===== src/design/allm_pkg.sv =====
package allm_pkg;

    localparam int Capacity  = 64;
    localparam int SlotW     = $clog2(Capacity);
    localparam int CountW    = $clog2(Capacity + 1);
    localparam int ItemW     = 32;

    // Operation codes.
    localparam logic [3:0] OP_APPEND = 4'd0;
    localparam logic [3:0] OP_INS_BF = 4'd1;
    localparam logic [3:0] OP_INS_AF = 4'd2;
    localparam logic [3:0] OP_ERASE  = 4'd3;
    localparam logic [3:0] OP_READ   = 4'd4;
    localparam logic [3:0] OP_AT_POS = 4'd5;
    localparam logic [3:0] OP_IDX_OF = 4'd6;
    localparam logic [3:0] OP_NEXT   = 4'd7;
    localparam logic [3:0] OP_PREV   = 4'd8;
    localparam logic [3:0] OP_FIRST  = 4'd9;
    localparam logic [3:0] OP_LAST   = 4'd10;

    // Status codes.
    localparam logic [1:0] ST_OK      = 2'd0;
    localparam logic [1:0] ST_FULL    = 2'd1;
    localparam logic [1:0] ST_INVALID = 2'd2;
    localparam logic [1:0] ST_NONE    = 2'd3;

    // Walk request from the sequencer to the list walker.
    typedef struct packed {
        logic              start;
        logic              by_pos;
        logic [SlotW-1:0]  target;
        logic [SlotW-1:0]  pos;
        logic [SlotW-1:0]  head;
        logic [CountW-1:0] count;
    } t_walk_req;

    // Walk outcome: done and found flags, predecessor, position and slot reached.
    typedef struct packed {
        logic              done;
        logic              found;
        logic              has_prev;
        logic [SlotW-1:0]  prev;
        logic [SlotW-1:0]  pos;
        logic [SlotW-1:0]  slot;
    } t_walk_rsp;

endpackage


===== src/design/array_linked_list_manager_top.sv =====
// Channel | Dir | tdata bits (low first)                         | tuser
// s_axis  | in  | operation[3:0] node[9:4] position[15:10] item[47:16] | -
// m_axis  | out | status[1:0] result_node[7:2] result_position[13:8]
//         |     | result_item[45:14] list_length[52:46], zero [55:53] | -
// An accepted item first has the lowest free slot latched and is screened; an
// item rejected there goes straight to the result. Otherwise the node's link is
// read; index of, previous, at position, erase and insert before then walk the
// links from the head, taking longer the more links are visited. Append and the
// inserts write the new slot and then any second link before the result beat.
// Reset is synchronous, active low, and clears the occupied bits, head, tail
// and count at once. A waiting result holds until taken; no item is accepted
// meanwhile, and the next beat can be taken the cycle after the result leaves.
module array_linked_list_manager_top (
    input  logic        i_clk,
    input  logic        i_rst_n,
    input  logic        s_axis_tvalid,
    output logic        s_axis_tready,
    input  logic [47:0] s_axis_tdata,   // operation, node, position, item
    output logic        m_axis_tvalid,
    input  logic        m_axis_tready,
    output logic [55:0] m_axis_tdata    // status, node, position, item, length
);
    localparam int SW = allm_pkg::SlotW;
    localparam int CW = allm_pkg::CountW;
    localparam int IW = allm_pkg::ItemW;
    localparam int Capacity_m1 = allm_pkg::Capacity - 1;

    typedef enum logic [3:0] {
        S_IDLE, S_FREE, S_RDN, S_RDW, S_WALK, S_WWAIT, S_APPLY, S_LINK2, S_OUT
    } t_state;

    t_state               r_state;
    logic [3:0]           r_op;
    logic [SW-1:0]        r_node;
    logic [SW-1:0]        r_pos;
    logic [IW-1:0]        r_item;
    logic [Capacity_m1:0] r_occ;
    logic [SW:0]          r_first;
    logic [SW:0]          r_last;
    logic [CW-1:0]        r_count;
    logic [SW-1:0]        r_free;
    logic [SW-1:0]        n_free;
    logic [SW:0]          r_nlink;
    logic [1:0]           r_st;
    logic [SW-1:0]        r_rnode;
    logic [SW-1:0]        r_rpos;
    logic [IW-1:0]        r_ritem;
    logic                 r_ovalid;
    logic [55:0]          r_odata;

    // Link and content memories.
    logic [SW:0]   r_link_mem [allm_pkg::Capacity];
    logic [IW-1:0] r_cont_mem [allm_pkg::Capacity];
    logic [SW:0]   r_link_q;
    logic [IW-1:0] r_cont_q;
    logic [SW-1:0] n_rd_addr;
    logic          n_lwe;
    logic [SW-1:0] n_lwa;
    logic [SW:0]   n_lwd;
    logic          n_cwe;

    allm_pkg::t_walk_req n_req;
    allm_pkg::t_walk_rsp w_rsp;
    logic [SW-1:0]       w_addr;
    logic                w_busy;

    logic          n_valid_node;
    logic          n_needs_node;
    logic          n_in_acc;

    assign s_axis_tready = (r_state == S_IDLE) && !r_ovalid;
    assign n_in_acc      = s_axis_tvalid && s_axis_tready;
    assign m_axis_tvalid = r_ovalid;
    assign m_axis_tdata  = r_odata;

    assign n_valid_node = r_occ[r_node];
    assign n_needs_node = (r_op == allm_pkg::OP_INS_BF) || (r_op == allm_pkg::OP_INS_AF) ||
                          (r_op == allm_pkg::OP_ERASE) || (r_op == allm_pkg::OP_READ) ||
                          (r_op == allm_pkg::OP_IDX_OF) || (r_op == allm_pkg::OP_NEXT) ||
                          (r_op == allm_pkg::OP_PREV);

    allm_walker u_walker (
        .i_clk     (i_clk),
        .i_rst_n   (i_rst_n),
        .i_req     (n_req),
        .i_link    (r_link_q),
        .o_rd_addr (w_addr),
        .o_busy    (w_busy),
        .o_rsp     (w_rsp)
    );

    always_comb begin
        n_req        = '0;
        n_req.start  = (r_state == S_WALK);
        n_req.by_pos = (r_op == allm_pkg::OP_AT_POS);
        n_req.target = r_node;
        n_req.pos    = r_pos;
        n_req.head   = r_first[SW-1:0];
        n_req.count  = r_count;
        n_rd_addr    = w_busy ? w_addr : r_node;
    end

    // Priority search for the lowest free slot.
    always_comb begin
        n_free = '0;
        for (int k = allm_pkg::Capacity - 1; k >= 0; k--) begin
            if (!r_occ[k]) begin
                n_free = SW'(k);
            end
        end
    end

    // Memories: one write port each, registered read.
    always_ff @(posedge i_clk) begin
        if (n_lwe) begin
            r_link_mem[n_lwa] <= n_lwd;
        end
        if (n_cwe) begin
            r_cont_mem[r_free] <= r_item;
        end
        r_link_q <= r_link_mem[n_rd_addr];
        r_cont_q <= r_cont_mem[n_rd_addr];
    end

    // Link writes issued by the sequencer.
    always_comb begin
        n_lwe = 1'b0;
        n_lwa = r_free;
        n_lwd = '0;
        n_cwe = 1'b0;
        if (r_state == S_APPLY && r_st == allm_pkg::ST_OK) begin
            case (r_op)
                allm_pkg::OP_APPEND: begin
                    n_lwe = 1'b1; n_lwd = {1'b1, {SW{1'b0}}}; n_cwe = 1'b1;
                end
                allm_pkg::OP_INS_BF: begin
                    n_lwe = 1'b1; n_lwd = {1'b0, r_node}; n_cwe = 1'b1;
                end
                allm_pkg::OP_INS_AF: begin
                    n_lwe = 1'b1; n_lwd = r_nlink; n_cwe = 1'b1;
                end
                allm_pkg::OP_ERASE: begin
                    n_lwe = w_rsp.has_prev && (r_first[SW-1:0] != r_node || r_first[SW]);
                    n_lwa = w_rsp.prev; n_lwd = r_nlink;
                end
                default: ;
            endcase
        end else if (r_state == S_LINK2) begin
            case (r_op)
                allm_pkg::OP_APPEND: begin
                    n_lwe = !r_last[SW]; n_lwa = r_last[SW-1:0]; n_lwd = {1'b0, r_free};
                end
                allm_pkg::OP_INS_BF: begin
                    // Only a node with a predecessor needs that link moved.
                    n_lwe = w_rsp.has_prev;
                    n_lwa = w_rsp.prev; n_lwd = {1'b0, r_free};
                end
                allm_pkg::OP_INS_AF: begin
                    n_lwe = 1'b1; n_lwa = r_node; n_lwd = {1'b0, r_free};
                end
                default: ;
            endcase
        end
    end

    // Sequencer.
    always_ff @(posedge i_clk) begin
        if (!i_rst_n) begin
            r_state    <= S_IDLE;
            r_occ      <= '0;
            r_first    <= {1'b1, {SW{1'b0}}};
            r_last     <= {1'b1, {SW{1'b0}}};
            r_count    <= '0;
            r_ovalid   <= 1'b0;
            r_st       <= allm_pkg::ST_OK;
        end else begin
            if (r_ovalid && m_axis_tready) begin
                r_ovalid <= 1'b0;
            end
            unique case (r_state)
                S_IDLE: begin
                    if (n_in_acc) begin
                        r_op    <= s_axis_tdata[3:0];
                        r_node  <= s_axis_tdata[9:4];
                        r_pos   <= s_axis_tdata[15:10];
                        r_item  <= s_axis_tdata[47:16];
                        r_st    <= allm_pkg::ST_OK;
                        r_rnode <= '0;
                        r_rpos  <= '0;
                        r_ritem <= '0;
                        r_state <= S_FREE;
                    end
                end
                S_FREE: begin
                    // Latch the lowest free slot and screen the request.
                    r_free <= n_free;
                    if (r_op > allm_pkg::OP_LAST || (n_needs_node && !n_valid_node)) begin
                        r_st    <= allm_pkg::ST_INVALID;
                        r_state <= S_OUT;
                    end else if (r_op <= allm_pkg::OP_INS_AF &&
                                 r_count >= CW'(allm_pkg::Capacity)) begin
                        r_st    <= allm_pkg::ST_FULL;
                        r_state <= S_OUT;
                    end else begin
                        r_state <= S_RDN;
                    end
                end
                S_RDN: r_state <= S_RDW;
                S_RDW: begin
                    r_nlink <= r_link_q;
                    case (r_op) inside
                        allm_pkg::OP_APPEND, allm_pkg::OP_INS_AF: r_state <= S_APPLY;
                        allm_pkg::OP_INS_BF, allm_pkg::OP_ERASE, allm_pkg::OP_AT_POS,
                        allm_pkg::OP_IDX_OF, allm_pkg::OP_PREV: begin
                            if (r_op == allm_pkg::OP_AT_POS && {1'b0, r_pos} >= r_count) begin
                                r_st    <= allm_pkg::ST_INVALID;
                                r_state <= S_OUT;
                            end else begin
                                r_state <= S_WALK;
                            end
                        end
                        allm_pkg::OP_READ: begin
                            r_rnode <= r_node; r_ritem <= r_cont_q;
                            r_state <= S_OUT;
                        end
                        allm_pkg::OP_NEXT: begin
                            if ((r_last == {1'b0, r_node}) || r_link_q[SW]) begin
                                r_st <= allm_pkg::ST_NONE;
                            end else begin
                                r_rnode <= r_link_q[SW-1:0];
                            end
                            r_state <= S_OUT;
                        end
                        allm_pkg::OP_FIRST: begin
                            if (r_count == '0 || r_first[SW]) r_st <= allm_pkg::ST_NONE;
                            else r_rnode <= r_first[SW-1:0];
                            r_state <= S_OUT;
                        end
                        allm_pkg::OP_LAST: begin
                            if (r_count == '0 || r_last[SW]) r_st <= allm_pkg::ST_NONE;
                            else r_rnode <= r_last[SW-1:0];
                            r_state <= S_OUT;
                        end
                        default: r_state <= S_OUT;
                    endcase
                end
                S_WALK: r_state <= S_WWAIT;
                S_WWAIT: begin
                    if (w_rsp.done) begin
                        case (r_op) inside
                            allm_pkg::OP_INS_BF, allm_pkg::OP_ERASE: r_state <= S_APPLY;
                            allm_pkg::OP_AT_POS: begin
                                if (w_rsp.found) r_rnode <= w_rsp.slot;
                                else r_st <= allm_pkg::ST_INVALID;
                                r_state <= S_OUT;
                            end
                            allm_pkg::OP_IDX_OF: begin
                                r_rnode <= r_node;
                                r_rpos  <= w_rsp.found ? w_rsp.pos : '0;
                                r_state <= S_OUT;
                            end
                            default: begin
                                if ((r_first == {1'b0, r_node}) || !w_rsp.has_prev) begin
                                    r_st <= allm_pkg::ST_NONE;
                                end else begin
                                    r_rnode <= w_rsp.prev;
                                end
                                r_state <= S_OUT;
                            end
                        endcase
                    end
                end
                S_APPLY: begin
                    case (r_op)
                        allm_pkg::OP_ERASE: begin
                            r_state <= S_OUT;
                            r_rnode <= r_node;
                            r_occ[r_node] <= 1'b0;
                            if (r_count <= CW'(1)) begin
                                r_count <= '0;
                                r_first <= {1'b1, {SW{1'b0}}};
                                r_last  <= {1'b1, {SW{1'b0}}};
                            end else begin
                                r_count <= r_count - 1'b1;
                                if (r_first == {1'b0, r_node}) r_first <= r_nlink;
                                if (r_last == {1'b0, r_node}) begin
                                    r_last <= w_rsp.has_prev ? {1'b0, w_rsp.prev}
                                                             : {1'b1, {SW{1'b0}}};
                                end
                            end
                        end
                        default: begin
                            // Append and inserts: take the free slot.
                            r_rnode       <= r_free;
                            r_occ[r_free] <= 1'b1;
                            r_count       <= r_count + 1'b1;
                            r_state       <= S_LINK2;
                            if (r_op == allm_pkg::OP_INS_BF) begin
                                if ((r_first == {1'b0, r_node}) || !w_rsp.has_prev) begin
                                    r_first <= {1'b0, r_free};
                                end
                            end
                            if (r_op == allm_pkg::OP_APPEND && r_last[SW]) begin
                                r_first <= {1'b0, r_free};
                            end
                            if (r_op == allm_pkg::OP_INS_AF && r_last == {1'b0, r_node}) begin
                                r_last <= {1'b0, r_free};
                            end
                        end
                    endcase
                end
                S_LINK2: begin
                    // The old tail is linked in this cycle, so the tail moves now.
                    if (r_op == allm_pkg::OP_APPEND) r_last <= {1'b0, r_free};
                    r_state <= S_OUT;
                end
                S_OUT: begin
                    if (!r_ovalid) begin
                        r_ovalid <= 1'b1;
                        r_odata  <= {3'b000, r_count,
                                     (r_st == allm_pkg::ST_OK) ? r_ritem : {IW{1'b0}},
                                     (r_st == allm_pkg::ST_OK) ? r_rpos  : {SW{1'b0}},
                                     (r_st == allm_pkg::ST_OK) ? r_rnode : {SW{1'b0}},
                                     r_st};
                        r_state  <= S_IDLE;
                    end
                end
                default: r_state <= S_IDLE;
            endcase
        end
    end
endmodule


===== src/design/allm_walker.sv =====
// List walker: follows the links from the head through the shared link-memory
// read port until the target slot or position is reached or the list ends.
module allm_walker (
    input  logic                         i_clk,
    input  logic                         i_rst_n,
    input  allm_pkg::t_walk_req          i_req,
    input  logic [allm_pkg::SlotW:0]     i_link,
    output logic [allm_pkg::SlotW-1:0]   o_rd_addr,
    output logic                         o_busy,
    output allm_pkg::t_walk_rsp          o_rsp
);
    typedef enum logic [1:0] {W_IDLE, W_READ, W_STEP} t_wstate;

    t_wstate                     r_state;
    logic [allm_pkg::SlotW-1:0]  r_cur;
    logic [allm_pkg::SlotW-1:0]  r_prev;
    logic                        r_has_prev;
    logic [allm_pkg::CountW-1:0] r_idx;
    logic                        r_by_pos;
    logic [allm_pkg::SlotW-1:0]  r_target;
    logic [allm_pkg::SlotW-1:0]  r_pos;
    logic [allm_pkg::CountW-1:0] r_count;
    allm_pkg::t_walk_rsp         r_rsp;
    logic                        n_hit;

    assign o_rd_addr = r_cur;
    assign o_busy    = (r_state != W_IDLE);
    assign o_rsp     = r_rsp;

    always_comb begin
        if (r_by_pos) begin
            n_hit = (r_idx == {1'b0, r_pos});
        end else begin
            n_hit = (r_cur == r_target);
        end
    end

    // One link is fetched per step: address, then registered data.
    // The done flag is a one-cycle pulse; the other response fields hold.
    always_ff @(posedge i_clk) begin
        if (!i_rst_n) begin
            r_state    <= W_IDLE;
            r_rsp      <= '0;
            r_cur      <= '0;
            r_prev     <= '0;
            r_has_prev <= 1'b0;
            r_idx      <= '0;
            r_by_pos   <= 1'b0;
            r_target   <= '0;
            r_pos      <= '0;
            r_count    <= '0;
        end else begin
            unique case (r_state)
                W_IDLE: begin
                    if (i_req.start) begin
                        r_cur      <= i_req.head;
                        r_prev     <= '0;
                        r_has_prev <= 1'b0;
                        r_idx      <= '0;
                        r_by_pos   <= i_req.by_pos;
                        r_target   <= i_req.target;
                        r_pos      <= i_req.pos;
                        r_count    <= i_req.count;
                        if (i_req.count == '0) begin
                            r_rsp <= '{done: 1'b1, found: 1'b0, has_prev: 1'b0,
                                       prev: '0, pos: '0, slot: '0};
                        end else begin
                            r_rsp.done <= 1'b0;
                            r_state    <= W_READ;
                        end
                    end else begin
                        r_rsp.done <= 1'b0;
                    end
                end
                W_READ: begin
                    if (n_hit) begin
                        r_rsp <= '{done: 1'b1, found: 1'b1, has_prev: r_has_prev,
                                   prev: r_prev, pos: r_idx[allm_pkg::SlotW-1:0],
                                   slot: r_cur};
                        r_state <= W_IDLE;
                    end else begin
                        r_rsp.done <= 1'b0;
                        r_state    <= W_STEP;
                    end
                end
                W_STEP: begin
                    if ((r_idx + 1'b1 >= r_count) || i_link[allm_pkg::SlotW]) begin
                        r_rsp <= '{done: 1'b1, found: 1'b0, has_prev: 1'b0,
                                   prev: '0, pos: '0, slot: '0};
                        r_state <= W_IDLE;
                    end else begin
                        r_rsp.done <= 1'b0;
                        r_prev     <= r_cur;
                        r_has_prev <= 1'b1;
                        r_cur      <= i_link[allm_pkg::SlotW-1:0];
                        r_idx      <= r_idx + 1'b1;
                        r_state    <= W_READ;
                    end
                end
                default: r_state <= W_IDLE;
            endcase
        end
    end
endmodule


===== config.mk =====
export PLATFORM = sky130hd
export DESIGN_NAME = array_linked_list_manager_top
export DESIGN_NICKNAME = d
export VERILOG_FILES = /design/src/design/allm_pkg.sv /design/src/design/array_linked_list_manager_top.sv /design/src/design/allm_walker.sv
export SDC_FILE = /design/constraint.sdc
export NUM_CORES = 2
export LEC_CHECK = 0
export BUFFER_PORTS_ARGS = -buffer_cell sky130_fd_sc_hd__buf_2
export CAP_MARGIN = 5
export CORE_UTILIZATION = 60
export DETAILED_ROUTE_END_ITERATION = 16
export MAX_ROUTING_LAYER = met4
export PLACE_DENSITY = 0.76
export RECOVER_POWER = 100
export SETUP_SLACK_MARGIN = 0.05
export SYNTH_ARGS = -nofsm -noshare
export SYNTH_HDL_FRONTEND = slang
export SYNTH_HIERARCHICAL = 1
export SYNTH_SLANG_ARGS = --single-unit

===== constraint.sdc =====
create_clock -name i_clk -period 7 [get_ports i_clk]
set_input_delay 0.7 -clock i_clk [delete_from_list [all_inputs] [get_ports i_clk]]
set_output_delay 0.7 -clock i_clk [all_outputs]
set_load 0.01 [all_outputs]

==> results.md <==
* Clk_skew at 0.0760 ns
* Top-area cell type share of the netlist area at between 70% and 80%
* Fin crit share at a little over nine tenths
* Largest net degree at the start of global routing at 153
* CP arrival at just over 7 ns
* Slowest Stage Delay on Critical Path at about 1.1 ns
* Pleak at 38.5 nW
* Power Total at 37.3 mW
* Most frequent cells after synthesis: 2,654 x edfxtp_1, 630 x mux4_2, 565 x nand2_1
* WS Path Type: register to register
* Final net count at 6,414
* DR WL/cell at around 33 um
* P&R area growth vs syn at 11.6%
* Hold Vio Cnt, Final at 0
* Register area share after synthesis at 74.4%
* Global-route wire length before repair at around 420 mm
* FFs w/ async S/R, synth at 0%
* Vias in the first global route at roughly 61,000
* Cell taking the most area after synthesis: edfxtp_1
* Routed wire length at 296 mm
* Flops & latches, synth at 2,848
* Layout cell share with drive strength beyond 1 at 19.4%
* Critical-path top delay cell: nor3b_1
* R2R depth at 9
* CP endpoint kind: register
* Routability Congestion at 0.956
* Post-CTS Resized at 0
* GRT Resource Usage Total at 32.5%
* IR drop worst, VDD at 0.000298 V
* CTS clock-pin slew for the worst setup and hold paths at 0.06 ns
* Root Buffer: clkbuf_16
* Clock Sink Count at around 2,800
* Initial antenna violation count at 10
* Die Ht at between 400 and 500 um
* IO buf count at between 100 and 150
* Levels on crit path at 9
* 1st-pass router iterations at 9
* Detailed placement HPWL at 166 mm
* Failing checks: capacitance limit, slew limit
* Post-Syn Area at 0.112 sq mm
* Num rows at 158
* RSZ-0062 raised after global routing: no
* Slew Viols, Final at between 3,000 and 4,000
* Most frequent cell after synthesis: edfxtp_1
* Vias post-DR at 61,490
* Die Span X at 435 um
* CTS tree: built
* Worst-margin pin slew at 3.91 ns
* Crit path cell chain: nand2_1 -> nor3_1 -> clkbuf_1 -> nand3_1 -> clkbuf_1 -> nor3b_1 -> nand2_1 -> nor2_4 -> clkbuf_2
* Max Cap Viol at 70
* Crit Path Max Fanout at 18
* Top post-synthesis cells by area: edfxtp_1 71%, mux4_2 13%, dfxtp_1 3.5%
* CTS Buf Count at 293
* YS warnings at 6
* Depth of the worst hold-timing path at 3
* Final setup fails at 0
* Vias per cell at 6.81
* Mapped Cells at 6,078
* Starting Density at approximately 60%
* Setup TNS at 0 ns
* Number of library cell types mapped by synthesis at slightly above 80
* 1st-iter DRT viols at about 8,500
* Worst hold path type: input pin to register
* Crit path required time at ~7.6 ns
* Max Clk Rate at 0.152 GHz
* Area of the core at 0.186 sq mm
* Number of synthesized flops with an enable pin at 2,654
* Status: finished, violations left
* Total grt overflow at 0
* Slew Limit Headroom at -160%
* DRT antenna net count at 0
* Top Family by Delay on Critical Path: simple AND/OR/NAND/NOR gates
* Synth Area per Inst at 18.5 sq um
* CP Buf/Inv Count at 3
* Final worst path period need at 6.58 ns
* H-tree levels at 5
* DRC at 0
* Main synth FF type: edfxtp_1
* Clk buf depth at 4
* I/O pin total at 110
* Die Area at 0.189 sq mm
* Critical Path Start Type: register
* Pwr per Cell Area at ~300 mW/mm^2
* Clk_lat worst skew at 0.96 ns
==> cell families (layout without fill, tap and decap cells) <==
family | Yosys count | count (layout) | share of synthesized area, %
AOI/OAI and AO/OA | 879 | 879 | 5.39
xor gates and xnor gates | 31 | 31 | 0.242
adders and majority gates | 23 | 23 | 0.256
buffers and inverters | 408 | 872 | 1.65
DFF | 2848 | 2848 | 74.4
muxes | 660 | 660 | 12.9
other | 1 | 14 | 0.00334
and+or+nand+nor | 1228 | 1228 | 5.13
==> path summary, 6_finish.rpt <==
check	from	end	slack, ns
max	r_state[2]$_SDFFE_PN0P_	r_cont_mem[21][11]$_DFFE_PP_	0.42
min	m_axis_tready	m_axis_tvalid$_SDFF_PN0_	0.11
min reg2reg	r_st[0]$_SDFFE_PN0P_	m_axis_tdata[0]$_DFFE_PP_	0.46
max reg2reg	r_state[2]$_SDFFE_PN0P_	r_cont_mem[21][11]$_DFFE_PP_	0.42
==> power breakdown <==
part | switching (mW) | total [mW] | internal [mW] | leakage, nW
clock | 6.23 | 14.7 | 8.47 | 4.32
combinational | 2.34 | 3.68 | 1.34 | 9.43
sequential | 0.209 | 18.9 | 18.7 | 24.7
==> area by class of cell <==
cell class / count / area [sq um]
flip-flops and latches: 2848 / 83600
fillers: 11552 / 60300
multi-input cells: 2824 / 27300
clock buffers: 385 / 7920
well taps: 2480 / 3100
repair buffers: 329 / 2260
clock inverters: 115 / 916
inverters: 43 / 161
diodes: 11 / 27.5
==> flip-flops by register name, summed over array words and instances (netlist names), 21 cells and up <==
signal          count
r_cont_mem       2048
r_link_mem        448
r_occ              64
m_axis_tdata       53
r_cont_q           32
r_item             32
r_ritem            32
u_walker/o_rsp     21
==> cells in the final DEF (no fill, tap or decap), types with 22 or more instances in the layout <==
| master | synthesis | final |
|---|---|---|
| edfxtp_1 | 2654 | 2654 |
| mux4_2 | 630 | 630 |
| nand2_1 | 565 | 566 |
| clkbuf_16 | 0 | 300 |
| clkbuf_1 | 181 | 197 |
| a211oi_1 | 196 | 196 |
| dfxtp_1 | 194 | 194 |
| a21oi_1 | 164 | 164 |
| and2_1 | 204 | 163 |
| nor2_1 | 203 | 145 |
| o21ai_0 | 120 | 114 |
| a31oi_1 | 90 | 90 |
| a311oi_1 | 81 | 81 |
| a21boi_0 | 64 | 70 |
| buf_4 | 24 | 65 |
| nand3_1 | 61 | 62 |
| clkinv_1 | 2 | 62 |
| and3_1 | 56 | 55 |
| buf_2 | 143 | 50 |
| dlygate4sd3_1 | 0 | 48 |
| and2_0 | 0 | 41 |
| inv_1 | 40 | 40 |
| nor2_4 | 1 | 40 |
| clkinv_2 | 0 | 31 |
| nor2b_1 | 31 | 29 |
| a22oi_1 | 28 | 28 |
| xor2_1 | 26 | 26 |
| buf_12 | 0 | 24 |
| nand4_1 | 23 | 23 |
| ha_1 | 23 | 23 |
| nor3_1 | 20 | 22 |
| nor2_2 | 3 | 22 |
==> metal layers <==
layer | track usage (%) | vias to the layer above | part of all wire [%]
li1 | - | 25119 | -
met1 | 40.8 | 31715 | 35
met2 | 51.2 | 3871 | 49
met3 | 5.81 | 785 | 9.5
met4 | 17.0 | 0 | 6.1
met5 | - | - | 0
==> per-stage QoR <==
step | instances | utilization, % | instance area [sq um] | setup WS [ns] | hold slack (ns)
floorplan | 6080 | - | 112000 | 1.34 | 0.424
global placement | 8474 | 62.8 | 117000 | 1.06 | 0.445
detailed placement | 8474 | 62.8 | 117000 | 0.961 | 0.454
CTS | 9022 | 67.8 | 126000 | 0.979 | 0.0562
global route | 9032 | 67.5 | 125000 | 0.231 | 0.0908
finish | 9035 | 67.5 | 125000 | 0.417 | 0.108
==> tightest hold or removal path, cell delays in order <==
cell and delay, ns:
buf_2 0.08, mux2i_1 0.05, and2_0 0.14
==> timing repair <==
item                       CTS  global route
setup endpoints to repair    0             0
hold buffers                48             0
hold endpoints to repair    48             0
setup buffers                0             0
Note: power is estimated with default switching activity, not from simulation.
